==> src/rtl/eevr_pkg.sv <==
// eevr_pkg: shared types, constants and CORDIC arctangent table for the
// ECEF/ENU vector rotation block. No dependencies.
`default_nettype none
package eevr_pkg;

    localparam int COORD_WIDTH_DEF   = 32;
    localparam int CORDIC_STAGES_DEF = 30;
    localparam int ATAN_ENTRIES      = 40;

    // angle in 1e-9 degree needs 39 bits plus sign
    localparam int ANG_W   = 40;
    localparam int TRIG_W  = 33;   // cordic x/y datapath
    localparam int Q_FRAC  = 30;

    localparam logic signed [TRIG_W-1:0] GAIN_Q30 = 33'sd652032874;
    localparam logic signed [TRIG_W-1:0] ONE_Q30  = 33'sd1073741824;
    localparam logic signed [ANG_W-1:0]  DEG90_N  = 40'sd90000000000;
    localparam logic signed [ANG_W-1:0]  DEG180_N = 40'sd180000000000;
    localparam logic signed [ANG_W-1:0]  DEG360_N = 40'sd360000000000;

    // configuration register indexes
    localparam logic [0:0] REG_LATITUDE  = 1'b0;
    localparam logic [0:0] REG_LONGITUDE = 1'b1;

    typedef logic signed [Q_FRAC+1:0] q30_t;   // sine/cosine, [-2^30, 2^30]

    // one cordic lane's state; the latitude and longitude lanes travel side by side
    typedef struct packed {
        logic signed [TRIG_W-1:0] x;
        logic signed [TRIG_W-1:0] y;
        logic signed [ANG_W-1:0]  z;
        logic                     neg;
    } cordic_lane_t;

    function automatic logic signed [ANG_W-1:0] atan_n(input int idx);
        logic signed [ANG_W-1:0] r;
        begin
            unique case (idx)
                0: r = 40'sd45000000000;  1: r = 40'sd26565051177;
                2: r = 40'sd14036243468;  3: r = 40'sd7125016349;
                4: r = 40'sd3576334375;   5: r = 40'sd1789910608;
                6: r = 40'sd895173710;    7: r = 40'sd447614171;
                8: r = 40'sd223810500;    9: r = 40'sd111905677;
                10: r = 40'sd55952892;    11: r = 40'sd27976453;
                12: r = 40'sd13988227;    13: r = 40'sd6994114;
                14: r = 40'sd3497057;     15: r = 40'sd1748528;
                16: r = 40'sd874264;      17: r = 40'sd437132;
                18: r = 40'sd218566;      19: r = 40'sd109283;
                20: r = 40'sd54642;       21: r = 40'sd27321;
                22: r = 40'sd13660;       23: r = 40'sd6830;
                24: r = 40'sd3415;        25: r = 40'sd1708;
                26: r = 40'sd854;         27: r = 40'sd427;
                28: r = 40'sd213;         29: r = 40'sd107;
                30: r = 40'sd53;          31: r = 40'sd27;
                32: r = 40'sd13;          33: r = 40'sd7;
                34: r = 40'sd3;           35: r = 40'sd2;
                36: r = 40'sd1;
                default: r = '0;
            endcase
            return r;
        end
    endfunction

endpackage
`default_nettype wire

==> src/rtl/eevr_angle_prep.sv <==
// eevr_angle_prep: scales a register angle to 1e-9 degree, wraps it and
// folds it into [-90, 90] degree as a cordic seed. Uses eevr_pkg.
`default_nettype none
module eevr_angle_prep (
    input  wire logic                  aclk,
    input  wire logic                  en,
    input  wire logic signed [31:0]    units,
    output eevr_pkg::cordic_lane_t     lane
);
    import eevr_pkg::*;

    logic signed [ANG_W-1:0] a100, aw, af;
    logic                    neg;
    cordic_lane_t            lane_reg;

    // times 100 as shifts and adds, then one wrap and one fold
    always_comb begin
        a100 = (ANG_W'(units) <<< 6) + (ANG_W'(units) <<< 5) + (ANG_W'(units) <<< 2);
        if (a100 > DEG180_N)
            aw = a100 - DEG360_N;
        else if (a100 < -DEG180_N)
            aw = a100 + DEG360_N;
        else
            aw = a100;
        neg = 1'b0;
        if (aw > DEG90_N) begin
            af  = aw - DEG180_N;
            neg = 1'b1;
        end else if (aw < -DEG90_N) begin
            af  = aw + DEG180_N;
            neg = 1'b1;
        end else begin
            af = aw;
        end
    end

    always_ff @(posedge aclk) begin
        if (en) begin
            lane_reg.x   <= GAIN_Q30;
            lane_reg.y   <= '0;
            lane_reg.z   <= af;
            lane_reg.neg <= neg;
        end
    end

    assign lane = lane_reg;
endmodule
`default_nettype wire

==> config.mk <==
export PLATFORM = sky130hd
export DESIGN_NAME = eevr_angle_prep
export DESIGN_NICKNAME = d
export VERILOG_FILES = /design/src/rtl/eevr_pkg.sv /design/src/rtl/eevr_angle_prep.sv
export SDC_FILE = /design/constraint.sdc
export NUM_CORES = 1
export LEC_CHECK = 0
export BUFFER_PORTS_ARGS = -buffer_cell sky130_fd_sc_hd__buf_4
export CORE_MARGIN = 2
export CORE_UTILIZATION = 30
export DETAILED_ROUTE_END_ITERATION = 8
export HOLD_SLACK_MARGIN = 0.06
export MAX_ROUTING_LAYER = met4
export PLACE_DENSITY = 0.52
export SLEW_MARGIN = 20
export SYNTH_ARGS = -nofsm -noshare
export SYNTH_HDL_FRONTEND = slang
export SYNTH_SLANG_ARGS = --single-unit
==> constraint.sdc <==
create_clock -name aclk -period 12.2 [get_ports aclk]
set_clock_uncertainty 0.1 [all_clocks]
set_input_delay 0.61 -clock aclk [delete_from_list [all_inputs] [get_ports aclk]]
set_output_delay 0.61 -clock aclk [all_outputs]
set_load 0.1 [all_outputs]
* Yosys cells after proc, flatten, opt, wreduce, memory -nomap -nowiden
Index checks and enable logic that the tools add are counted.
** Word-level totals
- Word-level logic and storage cells :: 17
- Output and inout port bits :: 107
- Register bits after elaboration :: 41
** Cells by class
- Mux-type cells :: 5
- Order comparisons :: 4
- Add/subtract/negate cells :: 6
** Operators by type and width (number)
- $mux 40 :: 4
- $add 39x34->40 :: 1
- $add 40x39->40 const B :: 1
- $add 40x40->40 const B :: 1
- $gt 40x38->1 const B :: 1
- $gt 40x39->1 const B :: 1
- $lt 40x38->1 const B :: 1
- $lt 40x39->1 const B :: 1
- $sub 40x39->40 const B :: 1
- $sub 40x40->40 const B :: 1
- $add 38x37->39 :: 1
- $mux 1 :: 1

* Longest topological paths before layout
Gate-level depths: netlist of the first run.
- Depth in word-level cells :: 8
- Depth in mapped cells :: 29
- Gate-level depth less buffers :: 27

* Worst setup path after synthesis of the first run
OpenSTA, ideal clock, no wires.
- Path kind :: input to register
- From :: input port units[0]
- To :: register lane_reg (netlist bit lane[15]), data pin
- Cell stages on the path :: 24
- Data required time :: 11.832 ns
- Slack :: 5.147 ns
- Arrival time :: 6.684 ns
- Cell sequence :: inv_1 -> fa_1 -> inv_1 -> ha_1 -> fa_1 -> a211o_1 -> a21o_4 -> xor2_1 -> ha_1 -> nand4_4 -> o311ai_2 -> a311oi_1 -> o311a_1 -> o31a_1 -> buf_6 -> a221o_1 -> xor2_1 -> nor4_1 -> or4b_1 -> a21o_1 -> a311oi_4 -> buf_6 -> a21oi_1 -> xor2_1
** Between the ends
- Cells in the longest elaborated chain, start to end :: 8
** RTL lines
- start: declaration :: line eevr_angle_prep.sv:7 : input wire logic signed [31:0] units,
- $add 38x37->39 :: line eevr_angle_prep.sv:18 : a100 = (ANG_W'(units) <<< 6) + (ANG_W'(units) <<< 5) + (ANG_W'(units) <<< 2);
- $add 39x34->40 * :: line eevr_angle_prep.sv:18
- $add 40x40->40 or $lt 40x39->1 (tied branches) :: line eevr_angle_prep.sv:22, eevr_angle_prep.sv:21
- $mux 40 :: line eevr_angle_prep.sv:21 : else if (a100 < -DEG180_N)
- $mux 40 * :: line eevr_angle_prep.sv:19 : if (a100 > DEG180_N)
- $add 40x39->40 or $lt 40x38->1 (tied branches) :: line eevr_angle_prep.sv:30, eevr_angle_prep.sv:29
- $mux 40 :: line eevr_angle_prep.sv:29 : end else if (aw < -DEG90_N) begin
- $mux 40 * :: line eevr_angle_prep.sv:26 : if (aw > DEG90_N) begin
- net af[14] :: line eevr_angle_prep.sv:12 : logic signed [ANG_W-1:0] a100, aw, af;
- end: declaration :: line eevr_angle_prep.sv:14 : cordic_lane_t lane_reg;
The timed path passes the listed nets; every way through them passes the cells marked *.
A chain may end at the register's enable or synchronous reset.

* Worst setup path after layout of the first run
- From :: input port units[0]
- To :: register lane_reg (netlist bit lane[34]), data pin
The elaborated chain is that of the path after synthesis.

==> results of run 1 <==
## worst paths after layout
kind                  to  slack [ns]
max   lane[34]$_DFFE_PP_        3.94
min    lane[3]$_DFFE_PP_        0.42
## layout by cell type, fill, tap and decap left out, types with 5 or more instances in the layout
cell        n
inv_1      23
a31oi_1    13
or2_2       5
a32oi_1    12
o22ai_1     5
nor3_1     21
nor2_1     59
and3_1     22
nand4_1    18
a211o_1     7
clkbuf_16   5
a21o_1     20
xor2_1     19
a22oi_1    11
o221ai_1    5
edfxtp_1   39
o21ai_1    11
ha_1       37
a211oi_1   10
xnor2_1    37
o31ai_1     5
a21oi_1    66
and4_1      8
nor4_1      9
nand2b_1    5
o21ai_0    35
or3_1      16
conb_1     68
o211ai_1   10
nand2_1    71
o21a_1     13
a21boi_0    5
and2_1     25
fa_1       31
nand3_1    21
buf_4      74
## cell usage after synthesis, drive strengths merged, types with 6 or more instances
master and number:
a211o 7, a211oi 17, a21o 21, a21oi 67
a22oi 11, a311oi 6, a31oi 14, a32oi 15
and2 26, and3 24, and4 8, buf 97
clkbuf 12, edfxtp 39, fa 31, ha 37
inv 23, nand2 73, nand3 22, nand4 19
nor2 61, nor3 23, nor4 9, o211ai 12
o21a 14, o21ai 49, o221ai 6, o31ai 7
or2 6, or3 16, xnor2 41, xor2 21
## logic make-up (layout without fill, tap and decap cells)
kind of cell             Yosys count  after routing  synth area share [%]
XOR/XNOR                          62             62                 7.528
other                              2             68               0.09553
buffers and inverters            132            104                 10.55
AO/OA/AOI/OAI                    316            316                 30.83
adder cells (fa/ha/maj)           68             68                 13.78
multiplexers                       5              5                0.6685
flip-flops                        39             39                 14.90
AND/OR/NAND/NOR                  312            312                 21.65
## stage by stage
| step | std cells | util, % | area, sq um | hold WS [ns] |
|---|---|---|---|---|
| finish | 1309 | 32.73 | 8482 | 0.4216 |
| global route | 1309 | 32.73 | 8482 | 0.4208 |
| CTS | 1309 | 32.71 | 8474 | 0.4161 |
| detailed placement | 1302 | 32.19 | 8341 | 0.7165 |
| global placement | 1302 | 32.19 | 8341 | 0.7103 |
| floorplan | 1002 | - | 8109 | 0.6089 |
## routing by layer
metal,wire length (um),vias up,part of all wire [%],GRT usage (%)
met5,0,-,0,-
met4,352,0,1.6,3.856
met3,1010,24,4.6,1.192
met2,9687,235,44,24.59
met1,10950,3394,50,22.83
li1,-,3501,-,-
## power groups by stage
stage | clock, mW | sequential (mW) | combinational [mW]
finish | 0.123 | 0.282 | 2.10
floorplan | 0 | 0.707 | 1.29
global route | 0.132 | 0.290 | 2.27
CTS | 0.128 | 0.283 | 2.10
detailed placement | 0 | 0.286 | 2.09
global placement | 0 | 0.285 | 2.08
## critical path, delay by kind of cell
family / cells / cell delay [ns]
XOR/XNOR: 3 / 1.06
adder cells (fa/ha/maj): 4 / 1.42
AO/OA/AOI/OAI: 11 / 3.57
buffers and inverters: 5 / 0.49
AND/OR/NAND/NOR: 3 / 1.01
## final cells by class
cell class | count | area, sq um | share of cell area (%)
clock buffer | 5 | 125.1 | 1.475
clock inverter | 2 | 8.758 | 0.1033
inverter | 23 | 86.33 | 1.018
multi-input combinational | 831 | 6116 | 72.11
sequential | 39 | 1171 | 13.81
tap | 335 | 419.2 | 4.942
timing repair buffer | 74 | 555.5 | 6.550
==> impl_metrics.toml, run 1 <==
[sta]
tns_ns = 0
max_freq_ghz = 0.1211
slew_headroom_pct = 34.15
post-route-min-period_ns = 8.257
hold_violations = 0
slew_viol_final = 0
setup_viol = 0
worst_slack_ns = 3.943
tightest_slew_ns = 0.9802
rsz0062_at_grt = "false"
post-route-period-util_pct = 67.68

[final_layout]
nets = 1076
drive_gt1_share_pct = 14.58
insertedDiodeCount = 0
fill_cells = 2777
syn_to_final_growth_pct = 7.894
largest_register_ff_count = 39

[die]
dieArea_sq_um = 27510
rows = 59
io_pins = 141
die_y_um = 165.9
core_sq_um = 25910
die_x_um = 165.9
start_util_pct = 30.34

[clock_tree]
cts_buffers = 5
clockRootBuffer = "clkbuf_16"
postCtsHoldBufs = 0
cts_resized = 0
clkTransAtPathRegs_ns = 0.06
cts_setup_buffers = 0
cts_tree = "yes"
cts_sinks = 39
clk_path_buf_depth = 2
htree_levels = 2

[global_routing]
grt_first_pass_wirelength_um = 35740
antenna_found_initial = 0
grt_pass1_vias = 6683
grt_util_all_layers_pct = 15.98
grt-ovfl-total = 0
grt_max_degree = 40

[synthesis]
synth.cell_area_sq_um = 7861
yosys.area.top_type_share_pct = 14.90
synth_edf_count = 39
synth_cell_types = 111
ys.flop_type = "edfxtp_1"
syn_area_per_cell_sq_um = 8.399
synth-seq-cells = 39
async_flop_share_pct = 0
synth_top_area_cell = "edfxtp_1"
ys.warnings.count = 0
synth_seq_area_share_pct = 14.90
synthCells = 936
synth_area_leaders = "edfxtp_1, fa_1, buf_4, ha_1, xnor2_1"

[power_and_ir_drop]
combPwrFrac_pct = 83.9
p_clk_share_pct = 4.9
ir_worst_vdd_uv = 202.7
finalPower_mw = 2.509
switching_power_mw = 1.551
powerDensity_nw_per_um2 = 295.8
power_leakage_nw = 3.253
netSwitchingFraction_pct = 61.80
p_int_mw = 0.9584
pwr-share-seq_pct = 11.2

[routing]
drc_errors = 0
final_antenna_net_count = 0
wl_um = 22000
via_per_inst = 5.465
first_iter_violations = 528
firstDrtPassIters = 5
via_count = 7154
wl_per_cell_um = 16.81

[setup_path]
crit_start = "units[0]"
setup.worst_path.end_class = "flop"
critical-path-max-stage-delay_ns = 0.82
required_ns = 12.12
path_common_cell = "inv_1"
worstPathArrival_ns = 8.18
critPathKind = "primary input to flop"
cpMaxStageDelayCell = "a311oi_4"
worstSetupStartpointType = "primary input"
path_max_fanout = 19

[hold_path]
min_path_cells = 1
worstHoldPathType = "primary input to flop"
hold_start = "units[0]"

[place]
dp_hpwl_um = 18270
gp_congestion = 0.9029
io_buffers = 72
pre_cts_ws_ns = 3.702

[outcome]
outcome = "finished clean"

[job]
max_cap_viol_count = 0
Note: power is estimated with default switching activity, not from simulation.
==> run 2, diff against run 1 <==
==> constraint.sdc (replaced) <==
create_clock -name aclk -period 8.1 [get_ports aclk]
set_clock_uncertainty 0.1 [all_clocks]
set_input_delay 0.405 -clock aclk [delete_from_list [all_inputs] [get_ports aclk]]
set_output_delay 0.405 -clock aclk [all_outputs]
set_load 0.1 [all_outputs]
==> run 2 against run 1 <==
Compared with the run above:
- combinational power rose by 55%
- cell count is 1.5% higher
- critical path depth grew 1
- global-route usage is 0.14 points higher
- power grew 57%
- critical endpoint is now lane[36]$_DFFE_PP_
- largest cell class unchanged
- wire length rose by 0.33%
- sequential power is 50% higher
- clock power increased by 110%
- highest routed layer unchanged
- count of clock-buffer cells in the layout is 1 higher
==> impl_metrics.toml, run 2 (same netlist as run 1, synthesis figures left out) <==
[power_and_ir_drop]
netSwitchingFraction_pct = 60.04
combPwrFrac_pct = 82.7
ir_worst_vdd_uv = 347.0
pwr-share-seq_pct = 10.8
switching_power_mw = 2.361
p_int_mw = 1.571
p_clk_share_pct = 6.5
power_leakage_nw = 3.358
powerDensity_nw_per_um2 = 452.8

[global_routing]
grt_first_pass_wirelength_um = 36140
grt_pass1_vias = 6762
grt_max_degree = 40
grt-ovfl-total = 0
grt_util_all_layers_pct = 16.12
antenna_found_initial = 0

[sta]
worst_slack_ns = 0.5008
tns_ns = 0
setup_viol = 0
rsz0062_at_grt = "false"
hold_violations = 0
max_freq_ghz = 0.1316
slew_viol_final = 0
tightest_slew_ns = 0.8761
slew_headroom_pct = 41.59
post-route-min-period_ns = 7.599
post-route-period-util_pct = 93.82

[die]
die_x_um = 165.9
die_y_um = 165.9
dieArea_sq_um = 27510
core_sq_um = 25910
start_util_pct = 30.34
io_pins = 141
rows = 59

[setup_path]
critical-path-max-stage-delay_ns = 0.53
path_common_cell = "inv_1"
cpMaxStageDelayCell = "fa_1"
required_ns = 8.01
worstSetupStartpointType = "primary input"
crit_start = "units[0]"
path_max_fanout = 12
critPathKind = "primary input to flop"
cp_num_buf_inv = 6
path_delay_family = "compound AO/OA/AOI/OAI gates"
worstPathArrival_ns = 7.51
setup.worst_path.end_class = "flop"

[clock_tree]
clkTransAtPathRegs_ns = 0.06
cts_sinks = 39
clockRootBuffer = "clkbuf_16"
htree_levels = 2
cts_buffers = 5
cts_tree = "yes"
postCtsHoldBufs = 0
clk_path_buf_depth = 2

[place]
gp_congestion = 0.9086
dp_hpwl_um = 18310
io_buffers = 72
pre_cts_ws_ns = 0.1311

[routing]
first_iter_violations = 589
wl_per_cell_um = 16.62
final_antenna_net_count = 0
wl_um = 22070
via_count = 7231
firstDrtPassIters = 5
drc_errors = 0
via_per_inst = 5.445

[final_layout]
insertedDiodeCount = 0
nets = 1094
mostFrequentLayoutCells = "buf_4, nand2_1, conb_1"
drive_gt1_share_pct = 16.21
layout_commonest_cell = "buf_4"
largest_register_ff_count = 39
syn_to_final_growth_pct = 10.46

[hold_path]
hold_start = "units[0]"
worstHoldPathType = "primary input to flop"

[outcome]
outcome = "finished clean"

[job]
max_cap_viol_count = 0
==> run 2: power by group through the flow <==
stage	logic, mW	registers [mW]	clock network [mW]
final	3.25	0.424	0.254
after global routing	3.51	0.438	0.266
after CTS	3.23	0.427	0.261
after detailed placement	3.22	0.431	0
after global placement	3.22	0.430	0
after floorplan	1.95	1.06	0
==> run 2: timing repair <==
item                       in CTS  in global routing
buffers inserted                0                  0
setup endpoints to repair       0                  3
gates resized for setup         0                  2
==> run 2: stage by stage <==
stage | instances | power, mW | cell area [sq um] | util [%] | hold slack (ns)
after floorplan | 1002 | 3.014 | 8109 | - | 0.4039
after global placement | 1320 | 3.648 | 8476 | 32.71 | 0.5048
after detailed placement | 1320 | 3.650 | 8476 | 32.71 | 0.5076
after CTS | 1328 | 3.916 | 8665 | 33.44 | 0.2084
after global routing | 1328 | 4.217 | 8683 | 33.51 | 0.2129
final | 1328 | 3.932 | 8683 | 33.51 | 0.2137
==> run 2: worst paths after layout <==
kind                                 end  cells after the start
worst min-delay path   lane[3]$_DFFE_PP_                      1
worst max-delay path  lane[36]$_DFFE_PP_                     27
==> run 2: layout make-up <==
type / instances / area (sq um)
Multi-Input combinational cell: 831 / 6127
Sequential cell: 39 / 1171
Fill cell: 2762 / 17230
Tap cell: 335 / 419.2
Timing Repair Buffer: 92 / 690.7
Inverter: 23 / 86.33
Clock inverter: 2 / 60.06
Clock buffer: 6 / 128.9
==> run 2: per-layer routing <==
| metal | part of all wire, % | track usage, % |
|---|---|---|
| met1 | 50 | 23.16 |
| met2 | 44 | 24.86 |
| met3 | 4.3 | 1.025 |
| met4 | 1.6 | 3.781 |
| met5 | 0 | - |
==> run 3, diff against run 2 <==
--- a/config.mk
+++ b/config.mk
@@ -6,12 +6,14 @@
 export NUM_CORES = 1
 export LEC_CHECK = 0
 export BUFFER_PORTS_ARGS = -buffer_cell sky130_fd_sc_hd__buf_4
+export CELL_PAD_IN_SITES_DETAIL_PLACEMENT = 1
+export CELL_PAD_IN_SITES_GLOBAL_PLACEMENT = 2
 export CORE_MARGIN = 2
-export CORE_UTILIZATION = 30
+export CORE_UTILIZATION = 35
 export DETAILED_ROUTE_END_ITERATION = 8
 export HOLD_SLACK_MARGIN = 0.06
 export MAX_ROUTING_LAYER = met4
-export PLACE_DENSITY = 0.52
+export PLACE_DENSITY = 0.88
 export SLEW_MARGIN = 20
 export SYNTH_ARGS = -nofsm -noshare
 export SYNTH_HDL_FRONTEND = slang
==> run 3 against run 2 <==
Compared with the run above:
- die area shrank 14%
- largest cell class unchanged
- clock power decreased by 25%
- worst setup slack got worse by 0.051 ns
- cell count fell by 4.1%
- maximum frequency is 0.67% lower
- via count increased by 2.2%
- highest routed layer unchanged
- non-clock buffer count up 1
- hold slack improved by 0.0016 ns
- combinational power rose by 2%
==> impl_metrics.toml, run 3 (same netlist as run 1, synthesis figures left out) <==
[outcome]
outcome = "finished clean"

[routing]
wl_um = 23730
first_iter_violations = 401
firstDrtPassIters = 5
wl_met2_um = 11270
wl_met3_um = 771
drc_errors = 0
via_per_inst = 5.800
dr.max_layer_used = "met4"
wl_met1_um = 11420
final_antenna_net_count = 0
wl_per_cell_um = 18.62
via_count = 7389

[setup_path]
cp_cell_sequence = "buf_4, inv_1, fa_1, inv_1, ha_1, fa_1, a211o_1, a211oi_2, o21ai_2, a211oi_2, o32a_1, and3_1, or4b_4, o31ai_2, o21ai_0, o221ai_1, nand4_1, a21o_1, a2111o_1, a211oi_2, nor2_1, o22ai_1, xnor2_1"
required_ns = 8.04
path_common_cell = "a211oi_2"
setup.worst_path.end_class = "flop"
worstSetupStartpointType = "primary input"
critical-path-max-stage-delay_ns = 0.83
path_max_fanout = 14
path_delay_family = "compound AO/OA/AOI/OAI gates"
critPathKind = "primary input to flop"
cp_num_buf_inv = 3
cpMaxStageDelayCell = "o31ai_2"
worstPathArrival_ns = 7.59

[power_and_ir_drop]
pwr-share-seq_pct = 10.9
switching_power_mw = 2.405
netSwitchingFraction_pct = 61.36
p_int_mw = 1.514
powerDensity_nw_per_um2 = 457.5
ir_worst_vdd_uv = 200.9
combPwrFrac_pct = 84.2
p_clk_share_pct = 4.9
power_leakage_nw = 3.338

[final_layout]
syn_to_final_growth_pct = 8.977
mostFrequentLayoutCells = "buf_4, nand2_1, conb_1"
layout_commonest_cell = "buf_4"
drive_gt1_share_pct = 16.20
finalInstanceArea_sq_um = 8567
largest_register_ff_count = 39
nets = 1095
insertedDiodeCount = 0

[clock_tree]
clockRootBuffer = "clkbuf_16"
cts_tree = "yes"
cts_sinks = 39
cts_resized = 0
htree_levels = 2
cts_buffers = 5
postCtsHoldBufs = 0
clk_path_buf_depth = 2
cts_setup_buffers = 0
clkTransAtPathRegs_ns = 0.06

[die]
start_util_pct = 35.80
die_y_um = 153.9
io_pins = 141
core_sq_um = 21960
dieArea_sq_um = 23680
rows = 54
die_x_um = 153.9

[global_routing]
grt_pass1_vias = 7095
grt_max_degree = 40
grt_first_pass_wirelength_um = 38300
antenna_found_initial = 0
grt-ovfl-total = 0
grt_util_all_layers_pct = 20.15

[sta]
hold_violations = 0
slew_headroom_pct = 31.03
max_freq_ghz = 0.1307
setup_viol = 0
rsz0062_at_grt = "false"
post-route-period-util_pct = 94.45
post-route-min-period_ns = 7.651
slew_viol_final = 0
worst_slack_ns = 0.4494
tightest_slew_ns = 1.028
tns_ns = 0

[job]
max_cap_viol_count = 0

[place]
io_buffers = 72
dp_hpwl_um = 19750
placed_cell_area_sq_um = 8414
pre_cts_ws_ns = 0.03709
gp_congestion = 0.8955

[hold_path]
worstHoldPathType = "primary input to flop"
[run 3: cell count changes in the layout (fill, tap and decap cells not counted)]
cell / delta
bufinv_16: -2
clkinv_2: +1
a32oi_2: -1
clkinvlp_4: +1
a32oi_1: +1
buf_4: +1
[run 3: metrics by stage]
stage	util, %	power (mW)	instances	hold WS (ns)
floorplan	-	3.014	1002	0.4039
CTS	38.96	3.910	1274	0.2163
detailed placement	38.32	3.703	1266	0.5122
finish	39.01	3.919	1274	0.2153
global route	39.01	4.191	1274	0.2113
global placement	38.32	3.638	1266	0.5042
[run 3: area by class of cell]
type	count	area, sq um
repair buffers	93	698.2
flip-flops and latches	39	1171
inverters	23	86.33
fillers	2645	13390
clock buffers	6	128.9
well taps	280	350.3
clock inverters	2	12.51
multi-input cells	831	6120
[run 3: final timing paths]
path	startpoint	end	slack (ns)	cells after the start
setup / recovery	units[0]	lane[37]$_DFFE_PP_	0.45	23
hold / removal	units[0]	lane[3]$_DFFE_PP_	0.22	1
[run 3: routing by layer]
metal	GRT usage, %	vias to the layer above
li1	-	3548
met1	27.88	3642
met2	33.08	181
met4	3.694	0
met5	-	-
met3	1.099	18
[run 3: power by group through the flow]
stage,clock [mW],sequential (mW),combinational [mW]
after global placement,0,0.428,3.21
after detailed placement,0,0.433,3.27
after global routing,0.207,0.436,3.55
after CTS,0.196,0.430,3.28
after floorplan,0,1.06,1.95
final,0.191,0.426,3.30
